<file path="src/design/efc_pkg.sv">
// Shared types and constants of the elevator floor controller.
// Depends on nothing; every other design file refers to it by scoped names.
`timescale 1ns / 1ps

package efc_pkg;

   typedef enum logic [2:0] {
      MODE_IDLE  = 3'd0,
      MODE_CLOSE = 3'd1,
      MODE_MOVE  = 3'd2,
      MODE_OPEN  = 3'd3,
      MODE_SPEED = 3'd4
   } mode_type;

   typedef enum logic [1:0] {
      OP_TICK = 2'd0,
      OP_CALL = 2'd1,
      OP_MODE = 2'd2,
      OP_ADC  = 2'd3
   } opcode_type;

   // Register indexes on the configuration port (byte address = 4 * index).
   localparam logic [1:0] REG_DOOR_DELAY = 2'd0;
   localparam logic [1:0] REG_BLINK      = 2'd1;
   localparam logic [1:0] REG_MOVE_BASE  = 2'd2;
   localparam logic [1:0] REG_MOVE_STEP  = 2'd3;

   // Speed selection: index = ceil(2 * sample / 341), samples below ADC_MIN give 0.
   localparam logic [9:0]  ADC_MIN       = 10'd5;
   localparam logic [10:0] ADC_STEP_X2   = 11'd341;
   localparam int          SPEED_STEPS   = 6;
   localparam logic [2:0]  SPEED_RESET   = 3'd6;

   typedef struct packed {
      logic [11:0] door_delay;
      logic [9:0]  blink;
      logic [11:0] move_base;
      logic [9:0]  move_step;
   } cfg_type;

   localparam cfg_type CFG_RESET = '{
      door_delay: 12'd1500,
      blink:      10'd200,
      move_base:  12'd400,
      move_step:  10'd100
   };

   typedef struct packed {
      mode_type    mode;
      mode_type    saved_mode;
      logic [1:0]  floor_no;
      logic [1:0]  target;
      logic [1:0]  pending;
      logic [11:0] door_timer;
      logic [9:0]  blink_timer;
      logic [13:0] travel_timer;
      logic        down;
      logic        door_led;
      logic        motion_led;
      logic [2:0]  speed;
   } state_type;

   localparam state_type STATE_RESET = '{
      mode:         MODE_IDLE,
      saved_mode:   MODE_IDLE,
      floor_no:     2'd1,
      target:       2'd0,
      pending:      2'd0,
      door_timer:   12'd0,
      blink_timer:  10'd0,
      travel_timer: 14'd0,
      down:         1'b0,
      door_led:     1'b0,
      motion_led:   1'b0,
      speed:        SPEED_RESET
   };

endpackage

</file>
<file path="src/design/efc_csr.sv">
// Configuration registers of the elevator floor controller behind an APB-style port.
// Depends on efc_pkg for the register layout, indexes and reset values.
`timescale 1ns / 1ps

module efc_csr (
   input  logic             clock,
   input  logic             reset,
   input  logic             psel,
   input  logic             penable,
   input  logic             pwrite,
   input  logic [3:0]       paddr,
   input  logic [31:0]      pwdata,
   output logic [31:0]      prdata,
   output logic             pready,
   output efc_pkg::cfg_type cfg
);

   efc_pkg::cfg_type cfg_ff;
   efc_pkg::cfg_type cfg_in;
   logic             wr_en;

   assign pready = 1'b1;
   assign wr_en  = psel & penable & pwrite & pready;

   always_comb begin
      cfg_in = cfg_ff;
      if (wr_en) begin
         case (paddr[3:2])
            efc_pkg::REG_DOOR_DELAY: cfg_in.door_delay = pwdata[11:0];
            efc_pkg::REG_BLINK:      cfg_in.blink      = pwdata[9:0];
            efc_pkg::REG_MOVE_BASE:  cfg_in.move_base  = pwdata[11:0];
            efc_pkg::REG_MOVE_STEP:  cfg_in.move_step  = pwdata[9:0];
            default:                 cfg_in            = cfg_ff;
         endcase
      end
   end

   always_ff @(posedge clock) begin
      if (reset) begin
         cfg_ff <= efc_pkg::CFG_RESET;
      end else begin
         cfg_ff <= cfg_in;
      end
   end

   always_comb begin
      case (paddr[3:2])
         efc_pkg::REG_DOOR_DELAY: prdata = {20'd0, cfg_ff.door_delay};
         efc_pkg::REG_BLINK:      prdata = {22'd0, cfg_ff.blink};
         efc_pkg::REG_MOVE_BASE:  prdata = {20'd0, cfg_ff.move_base};
         efc_pkg::REG_MOVE_STEP:  prdata = {22'd0, cfg_ff.move_step};
         default:                 prdata = 32'd0;
      endcase
   end

   assign cfg = cfg_ff;

endmodule

</file>
<file path="src/design/efc_step.sv">
// One-event state update of the elevator floor controller (combinational).
// Depends on efc_pkg for the state, configuration and code types.
`timescale 1ns / 1ps

module efc_step #(
   parameter int NUM_FLOORS = 3
) (
   input  efc_pkg::state_type cur,
   input  efc_pkg::cfg_type   cfg,
   input  logic [1:0]         opcode,
   input  logic [1:0]         call_floor,
   input  logic [9:0]         adc_sample,
   output efc_pkg::state_type nxt,
   output logic [1:0]         shown
);

   efc_pkg::opcode_type op;
   efc_pkg::mode_type   mode_nxt;
   logic                door_phase;
   logic                door_done;
   logic [13:0]         period;
   logic                travel_due;
   logic                go_down;
   logic                go_up;
   logic                call_ok;
   logic [10:0]         adc_x2;
   logic [2:0]          speed_pick;

   assign op         = efc_pkg::opcode_type'(opcode);
   assign door_phase = cur.mode inside {efc_pkg::MODE_CLOSE, efc_pkg::MODE_OPEN};
   assign door_done  = (cur.door_timer == cfg.door_delay);
   assign period     = 14'(cfg.move_base) + 14'(cfg.move_step) * 14'(cur.speed);
   assign travel_due = (cur.travel_timer >= period);
   assign go_down    = (cur.target != 2'd0) && (cur.target < cur.floor_no);
   assign go_up      = (cur.target > cur.floor_no);
   assign call_ok    = (call_floor != 2'd0) && (32'(call_floor) <= 32'(NUM_FLOORS));
   assign adc_x2     = {adc_sample, 1'b0};

   // Count the speed thresholds the sample has passed.
   always_comb begin
      speed_pick = 3'd0;
      for (int k = 0; k < efc_pkg::SPEED_STEPS; k++) begin
         if (adc_x2 > 11'(k) * efc_pkg::ADC_STEP_X2) begin
            speed_pick = speed_pick + 3'd1;
         end
      end
   end

   // Next mode.
   always_comb begin
      mode_nxt = cur.mode;
      case (op)
         efc_pkg::OP_TICK: begin
            case (cur.mode)
               efc_pkg::MODE_CLOSE: begin
                  if (door_done) mode_nxt = efc_pkg::MODE_MOVE;
               end
               efc_pkg::MODE_OPEN: begin
                  if (door_done) begin
                     mode_nxt = (cur.floor_no != cur.target) ? efc_pkg::MODE_CLOSE
                                                             : efc_pkg::MODE_IDLE;
                  end
               end
               efc_pkg::MODE_MOVE: begin
                  if (!go_down && !go_up) mode_nxt = efc_pkg::MODE_OPEN;
               end
               default: mode_nxt = cur.mode;
            endcase
         end
         efc_pkg::OP_CALL: begin
            if (call_ok && cur.mode == efc_pkg::MODE_IDLE && cur.floor_no != call_floor) begin
               mode_nxt = efc_pkg::MODE_CLOSE;
            end
         end
         efc_pkg::OP_MODE: begin
            mode_nxt = (cur.mode != efc_pkg::MODE_SPEED) ? efc_pkg::MODE_SPEED
                                                         : cur.saved_mode;
         end
         default: mode_nxt = cur.mode;
      endcase
   end

   // Timers, LEDs, floors and speed.
   always_comb begin
      logic [9:0]  blink_t;
      logic [11:0] door_t;
      logic [13:0] travel_t;
      logic        led_t;

      nxt      = cur;
      nxt.mode = mode_nxt;
      blink_t  = cur.blink_timer;
      door_t   = cur.door_timer;
      travel_t = cur.travel_timer;
      led_t    = 1'b0;

      case (op)
         efc_pkg::OP_TICK: begin
            if (door_phase) begin
               blink_t = door_done ? 10'd0 : cur.blink_timer;
               door_t  = door_done ? 12'd0 : cur.door_timer;
               led_t   = door_done ? 1'b0  : cur.door_led;
               if (blink_t == cfg.blink) begin
                  led_t   = ~led_t;
                  blink_t = 10'd0;
               end
               nxt.door_led    = led_t;
               nxt.door_timer  = door_t + 12'd1;
               nxt.blink_timer = blink_t + 10'd1;
            end else if (cur.mode == efc_pkg::MODE_MOVE) begin
               led_t = cur.motion_led;
               if (blink_t == cfg.blink) begin
                  led_t   = ~led_t;
                  blink_t = 10'd0;
               end
               nxt.motion_led  = led_t;
               nxt.blink_timer = blink_t + 10'd1;
               if (go_down) begin
                  nxt.down = 1'b1;
                  if (travel_due) begin
                     nxt.floor_no = cur.floor_no - 2'd1;
                     travel_t     = 14'd0;
                  end
               end else if (go_up) begin
                  nxt.down = 1'b0;
                  if (travel_due) begin
                     nxt.floor_no = cur.floor_no + 2'd1;
                     travel_t     = 14'd0;
                  end
               end else begin
                  // Arrival: take the queued floor, open the door.
                  if (cur.pending != 2'd0) begin
                     nxt.target  = cur.pending;
                     nxt.pending = 2'd0;
                  end
                  nxt.motion_led  = 1'b0;
                  nxt.blink_timer = 10'd0;
                  travel_t        = 14'd0;
               end
               nxt.travel_timer = travel_t + 14'd1;
            end
         end
         efc_pkg::OP_CALL: begin
            if (call_ok) begin
               if (cur.mode == efc_pkg::MODE_IDLE && cur.floor_no != call_floor) begin
                  nxt.target = call_floor;
               end else if (cur.pending == 2'd0 && cur.target != call_floor &&
                            cur.mode != efc_pkg::MODE_IDLE) begin
                  nxt.pending = call_floor;
               end
            end
         end
         efc_pkg::OP_MODE: begin
            if (cur.mode != efc_pkg::MODE_SPEED) nxt.saved_mode = cur.mode;
         end
         efc_pkg::OP_ADC: begin
            if (cur.mode == efc_pkg::MODE_SPEED) begin
               nxt.speed = (adc_sample < efc_pkg::ADC_MIN) ? 3'd0 : speed_pick;
            end
         end
         default: nxt = cur;
      endcase
   end

   // Displayed digit after the update.
   always_comb begin
      case (mode_nxt)
         efc_pkg::MODE_IDLE: shown = nxt.floor_no;
         efc_pkg::MODE_MOVE: shown = nxt.down ? (nxt.floor_no - 2'd1) : nxt.floor_no;
         default:            shown = 2'd0;
      endcase
   end

endmodule

</file>
<file path="src/design/elevator_floor_controller.sv">
// Elevator floor controller. An input transfer passes the input register, then the
// single-pass update into the state/result registers, to become its result.
// Throughput: one event per cycle unless the result channel stalls; the update of one
// event is one level of logic between the input register and the state registers.
// Reset (synchronous, active high): car idle at floor 1, speed 6, config at defaults,
// both pipeline stages empty.
`timescale 1ns / 1ps

module elevator_floor_controller #(
   parameter int NUM_FLOORS = 3
) (
   input  logic        clock,
   input  logic        reset,
   // Event input channel
   input  logic        req_valid,
   output logic        req_stall,
   input  logic [1:0]  req_opcode,
   input  logic [1:0]  req_call_floor,
   input  logic [9:0]  req_adc_sample,
   // Result channel
   output logic        rsp_valid,
   input  logic        rsp_stall,
   output logic [2:0]  rsp_mode,
   output logic [1:0]  rsp_current_floor,
   output logic [1:0]  rsp_target_floor,
   output logic [1:0]  rsp_pending_floor,
   output logic        rsp_door_led,
   output logic        rsp_motion_led,
   output logic        rsp_going_down,
   output logic [2:0]  rsp_speed_index,
   output logic [1:0]  rsp_shown_floor,
   // Configuration port
   input  logic        csr_psel,
   input  logic        csr_penable,
   input  logic        csr_pwrite,
   input  logic [3:0]  csr_paddr,
   input  logic [31:0] csr_pwdata,
   output logic [31:0] csr_prdata,
   output logic        csr_pready
);

   efc_pkg::cfg_type   cfg;
   efc_pkg::state_type state_ff;
   efc_pkg::state_type state_in;
   efc_pkg::state_type state_nxt;
   logic [1:0]         shown_nxt;
   logic [1:0]         shown_ff;
   logic [1:0]         shown_in;

   // Input stage
   logic               in_valid_ff;
   logic               in_valid_in;
   logic [1:0]         in_opcode_ff;
   logic [1:0]         in_call_floor_ff;
   logic [9:0]         in_adc_sample_ff;
   logic               req_take;

   // Result stage
   logic               rsp_valid_ff;
   logic               rsp_valid_in;
   logic               advance;

   efc_csr u_csr (
      .clock   (clock),
      .reset   (reset),
      .psel    (csr_psel),
      .penable (csr_penable),
      .pwrite  (csr_pwrite),
      .paddr   (csr_paddr),
      .pwdata  (csr_pwdata),
      .prdata  (csr_prdata),
      .pready  (csr_pready),
      .cfg     (cfg)
   );

   efc_step #(
      .NUM_FLOORS (NUM_FLOORS)
   ) u_step (
      .cur        (state_ff),
      .cfg        (cfg),
      .opcode     (in_opcode_ff),
      .call_floor (in_call_floor_ff),
      .adc_sample (in_adc_sample_ff),
      .nxt        (state_nxt),
      .shown      (shown_nxt)
   );

   // Advance the held event into the result stage when the result slot is free
   // or its current result transfers in this cycle.
   assign advance   = in_valid_ff & (~rsp_valid_ff | ~rsp_stall);
   // Stall the input only while the input stage is full and cannot advance.
   assign req_stall = in_valid_ff & ~advance;
   assign req_take  = req_valid & ~req_stall;

   always_comb begin
      in_valid_in = in_valid_ff;
      if (req_take) begin
         in_valid_in = 1'b1;
      end else if (advance) begin
         in_valid_in = 1'b0;
      end
   end

   always_comb begin
      rsp_valid_in = rsp_valid_ff;
      if (advance) begin
         rsp_valid_in = 1'b1;
      end else if (rsp_valid_ff && !rsp_stall) begin
         rsp_valid_in = 1'b0;
      end
   end

   // The state registers double as the result payload: they change only when a
   // new event advances, which cannot happen while a result is stalled.
   assign state_in = advance ? state_nxt : state_ff;
   assign shown_in = advance ? shown_nxt : shown_ff;

   always_ff @(posedge clock) begin
      if (reset) begin
         in_valid_ff  <= 1'b0;
         rsp_valid_ff <= 1'b0;
         state_ff     <= efc_pkg::STATE_RESET;
      end else begin
         in_valid_ff  <= in_valid_in;
         rsp_valid_ff <= rsp_valid_in;
         state_ff     <= state_in;
      end
   end

   // Payload registers: load on transfer, hold otherwise.
   always_ff @(posedge clock) begin
      if (req_take) begin
         in_opcode_ff     <= req_opcode;
         in_call_floor_ff <= req_call_floor;
         in_adc_sample_ff <= req_adc_sample;
      end
      shown_ff <= shown_in;
   end

   assign rsp_valid         = rsp_valid_ff;
   assign rsp_mode          = state_ff.mode;
   assign rsp_current_floor = state_ff.floor_no;
   assign rsp_target_floor  = state_ff.target;
   assign rsp_pending_floor = state_ff.pending;
   assign rsp_door_led      = state_ff.door_led;
   assign rsp_motion_led    = state_ff.motion_led;
   assign rsp_going_down    = state_ff.down;
   assign rsp_speed_index   = state_ff.speed;
   assign rsp_shown_floor   = shown_ff;

endmodule

</file>
<file path="config.mk">
export PLATFORM = sky130hd
export DESIGN_NAME = elevator_floor_controller
export DESIGN_NICKNAME = d
export VERILOG_FILES = /design/src/design/efc_pkg.sv /design/src/design/efc_csr.sv /design/src/design/efc_step.sv /design/src/design/elevator_floor_controller.sv
export SDC_FILE = /design/constraint.sdc
export NUM_CORES = 1
export LEC_CHECK = 0
export ABC_CLOCK_PERIOD_IN_PS = 7860
export BUFFER_PORTS_ARGS = -buffer_cell sky130_fd_sc_hd__buf_2
export CAP_MARGIN = 25
export CORE_ASPECT_RATIO = 1.5
export CORE_UTILIZATION = 43
export DETAILED_ROUTE_END_ITERATION = 7
export GPL_TIMING_DRIVEN = 0
export MAX_ROUTING_LAYER = met4
export PLACE_DENSITY = 0.71
export SETUP_SLACK_MARGIN = 0.02
export SYNTH_ARGS = -nofsm -noshare
export SYNTH_HDL_FRONTEND = slang
export SYNTH_SLANG_ARGS = --single-unit
</file>
<file path="constraint.sdc">
create_clock -name clock -period 7.86 [get_ports clock]
set_input_delay 0.786 -clock clock [delete_from_list [all_inputs] [get_ports clock]]
set_output_delay 0.786 -clock clock [all_outputs]
set_load 0.05 [all_outputs]
</file>
==> impl_metrics.yaml <==
run_status:
  status: "finished, final reports clean"
placed_design:
  detailed_place_hpwl_um: 16950
  dp_slack_ns: 0.7604
  gp_congestion: 0.8877
  port-buffer-count: 62
worst_setup_path:
  r2r-start: "rsp_speed_index[2]"
  worstPathArrival_ns: 7.50
  timing.rr.end: "state_ff[18]"
  critPathSlowestCell: "fa_1"
  crit_required_ns: 8.21
  startpoint_type: "flop"
  regToRegSetupSlack_ns: 0.70
  path_buf_inv: 2
  worstSetupPathType: "flop to flop"
  worst_setup_path_end_kind: "flop"
  cpPeakStageDelay_ns: 0.48
  worst-path-max-fanout: 10
  endpoint: "state_ff[18]"
  rr_worst_depth: 29
  path_depth: 29
  cp_top_family: "simple AND/OR/NAND/NOR gates"
  crit_start: "rsp_speed_index[2]"
power_and_ir_drop:
  powerDensity_nw_per_um2: 177.3
  swShare_pct: 26.53
  seqPwrFrac_pct: 36.9
  total_power_mw: 1.695
  switchingPower_uw: 449.6
  power_frac_comb_pct: 12.4
  p_int_mw: 1.245
  ir_worst_vdd_mv: 0.1446
  p_clk_share_pct: 50.7
  power.leakage_nw: 3.920
sta:
  fmax_mhz: 139.8
  period_minus_slack_ns: 7.155
  rsz0062_at_grt: "no"
  setup_viol: 0
  finalHoldViolations: 0
  worst_hold_slack_ns: 0.4744
  setup_tns_ns: 0
  slew_headroom_pct: 26.19
  setup_ws_ns: 0.7047
  fin_crit_sh_pct: 91.03
  skew_ns: 0.008976
  slew_viol_final: 0
  worstMarginPinSlew_ns: 1.099
cells_and_area:
  multiInputGateArea_sq_um: 5179
  seq_area_sq_um: 2482
  area_growth_pct: 16.34
  drive_gt1_share_pct: 13.73
  fill_cells: 1795
  final_net_count: 1217
  n_antenna_cell: 0
  final_core_util_pct: 51.32
global_routing:
  track_usage_pct: 24.05
  grt_pass1_wl_um: 35320
  grt_pass1_vias: 6954
  grt_max_degree: 17
  grt_remaining_overflow: 0
  antenna_found_initial: 0
drt:
  drt-vias-per-instance: 5.439
  firstDrtPassIters: 5
  drc: 0
  wl_um: 21970
  final_antenna_net_count: 0
  dr_total_vias: 7429
  drtIter0Drc: 481
  wire_per_inst_um: 16.08
synth:
  netlist_area_sq_um: 8214
  syn_avg_cell_area_sq_um: 8.214
  async_flop_share_pct: 0
  netlist_instances: 1000
  synth_top_cell_by_area: "dfxtp_1"
  synthFlopType: "dfxtp_1"
  ys_types: 78
  synth_top_area_share_pct: 24.37
  ys_ff_latch: 116
  synth.top_cells.by_area: "dfxtp_1 (24%), ha_1 (6.1%), edfxtp_1 (5.8%), nand2_1 (5.8%), a21oi_1 (4.7%)"
  synth_edf_count: 16
  yosysWarningCount: 0
  synth.yosys.seq_area_share_pct: 30.22
clock_network:
  cts_tree: "done"
  postCtsHoldBufs: 0
  cts_max_path_buffers: 2
  path_clk_slew_ns: 0.06
  insertion_delay_ns: 0.42
  numCtsBuffers: 17
  h-tree-depth: 4
  root_buffer: "clkbuf_16"
  cts_setup_buffers: 0
  clock-sinks: 116
  postCtsResizedCells: 0
run:
  max_cap_viol_count: 0
floorplan:
  pin_count: 109
  die_w_um: 114.9
  start_util_pct: 44.11
  core_sq_um: 18620
  fp.dieH_um: 171.3
  die_area_sq_um: 19670
  placementRows: 61
hold_path:
  hold_path_class: "flop to flop"
## cell usage in the layout (no fill, tap or decap), types with 15 or more instances in the layout
cell       netlist  layout
nand2_1        128     128
buf_2            1      63
nand3_1         19      19
xor2_1          28      28
edfxtp_1        16      16
o21ai_0         23      23
nor3_1          23      23
conb_1           2      21
dfxtp_1        100     100
and2_1          41      41
nand3b_1        18      18
buf_4           33      34
o21ai_1         15      15
fa_1            19      19
clkbuf_1        40      41
xnor2_1         22      22
clkbuf_16        0      17
nor2b_1         23      23
ha_1            40      40
nor2_1          81      81
inv_1           50      50
and3_1          22      22
a21oi_1         77      77
## sequential cells by signal (all words and copies together) (netlist names), 2 cells and up
| signal | cells |
|---|---|
| rsp_mode | 3 |
| rsp_shown_floor | 2 |
| rsp_current_floor | 2 |
| rsp_target_floor | 2 |
| in_adc_sample_ff | 10 |
| in_call_floor_ff | 2 |
| rsp_pending_floor | 2 |
| in_opcode_ff | 2 |
| state_ff | 39 |
| rsp_speed_index | 3 |
| u_csr.cfg | 44 |
## routing by layer
layer / up-vias / global-route usage, % / part of all wire (%)
met5: - / - / 0
met4: 0 / 13.21 / 4.9
met3: 60 / 4.264 / 5.3
met2: 253 / 41.78 / 52
met1: 3483 / 25.75 / 38
li1: 3633 / - / -
## through the flow
stage | std cells | instance area [sq um]
2_1_floorplan | 1019 | 8285
3_3_place_gp | 1333 | 8911
3_5_place_dp | 1334 | 8919
4_1_cts | 1366 | 9557
5_1_grt | 1366 | 9557
6_report | 1366 | 9557
## final cells by class
type                    count  share of cell area, %
multi-input cells         770                  54.19
flip-flops and latches    116                  25.98
clock buffers              18                  4.491
plain buffers              79                  4.412
repair buffers             63                  3.325
well taps                 252                  3.299
clock inverters            14                  2.186
inverters                  54                  2.121
## kinds of logic (layout without fill, tap and decap cells)
kind of cell             after synthesis  count (layout)  share of synthesized area [%]
adder cells (fa/ha/maj)               59              59                          10.72
multiplexers                          25              25                          4.768
flip-flops                           116             116                          30.22
AO/OA/AOI/OAI                        198             198                          15.60
other                                  2              21                        0.09143
XOR/XNOR                              50              50                          5.331
buffers and inverters                133             228                          7.601
AND/OR/NAND/NOR                      417             417                          25.67
## synth_stat cells (22+ instances only)
cell      number
nand2_1      128
dfxtp_1      100
nor2_1        81
a21oi_1       77
inv_1         50
and2_1        41
clkbuf_1      40
ha_1          40
buf_4         33
xor2_1        28
nor2b_1       23
nor3_1        23
o21ai_0       23
and3_1        22
xnor2_1       22
## worst min-delay path, stage by stage (launching register included)
cell and delay [ns]:
dfxtp_1 0.32, nand2_1 0.05, a21oi_1 0.05
## how the worst min path moves through the flow
stage / endpoint / start / cells after the start / slack [ns]
2_1_floorplan: u_csr.cfg[12] / u_csr.cfg[12] / 2 / 0.45
3_3_place_gp: u_csr.cfg[15] / u_csr.cfg[15] / 2 / 0.46
3_5_place_dp: u_csr.cfg[15] / u_csr.cfg[15] / 2 / 0.47
4_1_cts: u_csr.cfg[15] / u_csr.cfg[15] / 2 / 0.47
5_1_grt: u_csr.cfg[15] / u_csr.cfg[15] / 2 / 0.50
6_report: u_csr.cfg[15] / u_csr.cfg[15] / 2 / 0.47
## power groups by stage
| stage | sequential (mW) | combinational [mW] | clock, mW |
|---|---|---|---|
| global placement | 0.638 | 0.207 | 0 |
| floorplan | 0.639 | 0.153 | 0 |
| global route | 0.627 | 0.230 | 0.888 |
| finish | 0.625 | 0.211 | 0.858 |
| CTS | 0.625 | 0.211 | 0.862 |
| detailed placement | 0.638 | 0.209 | 0 |
No activity file was read; power rests on OpenSTA's default activity.
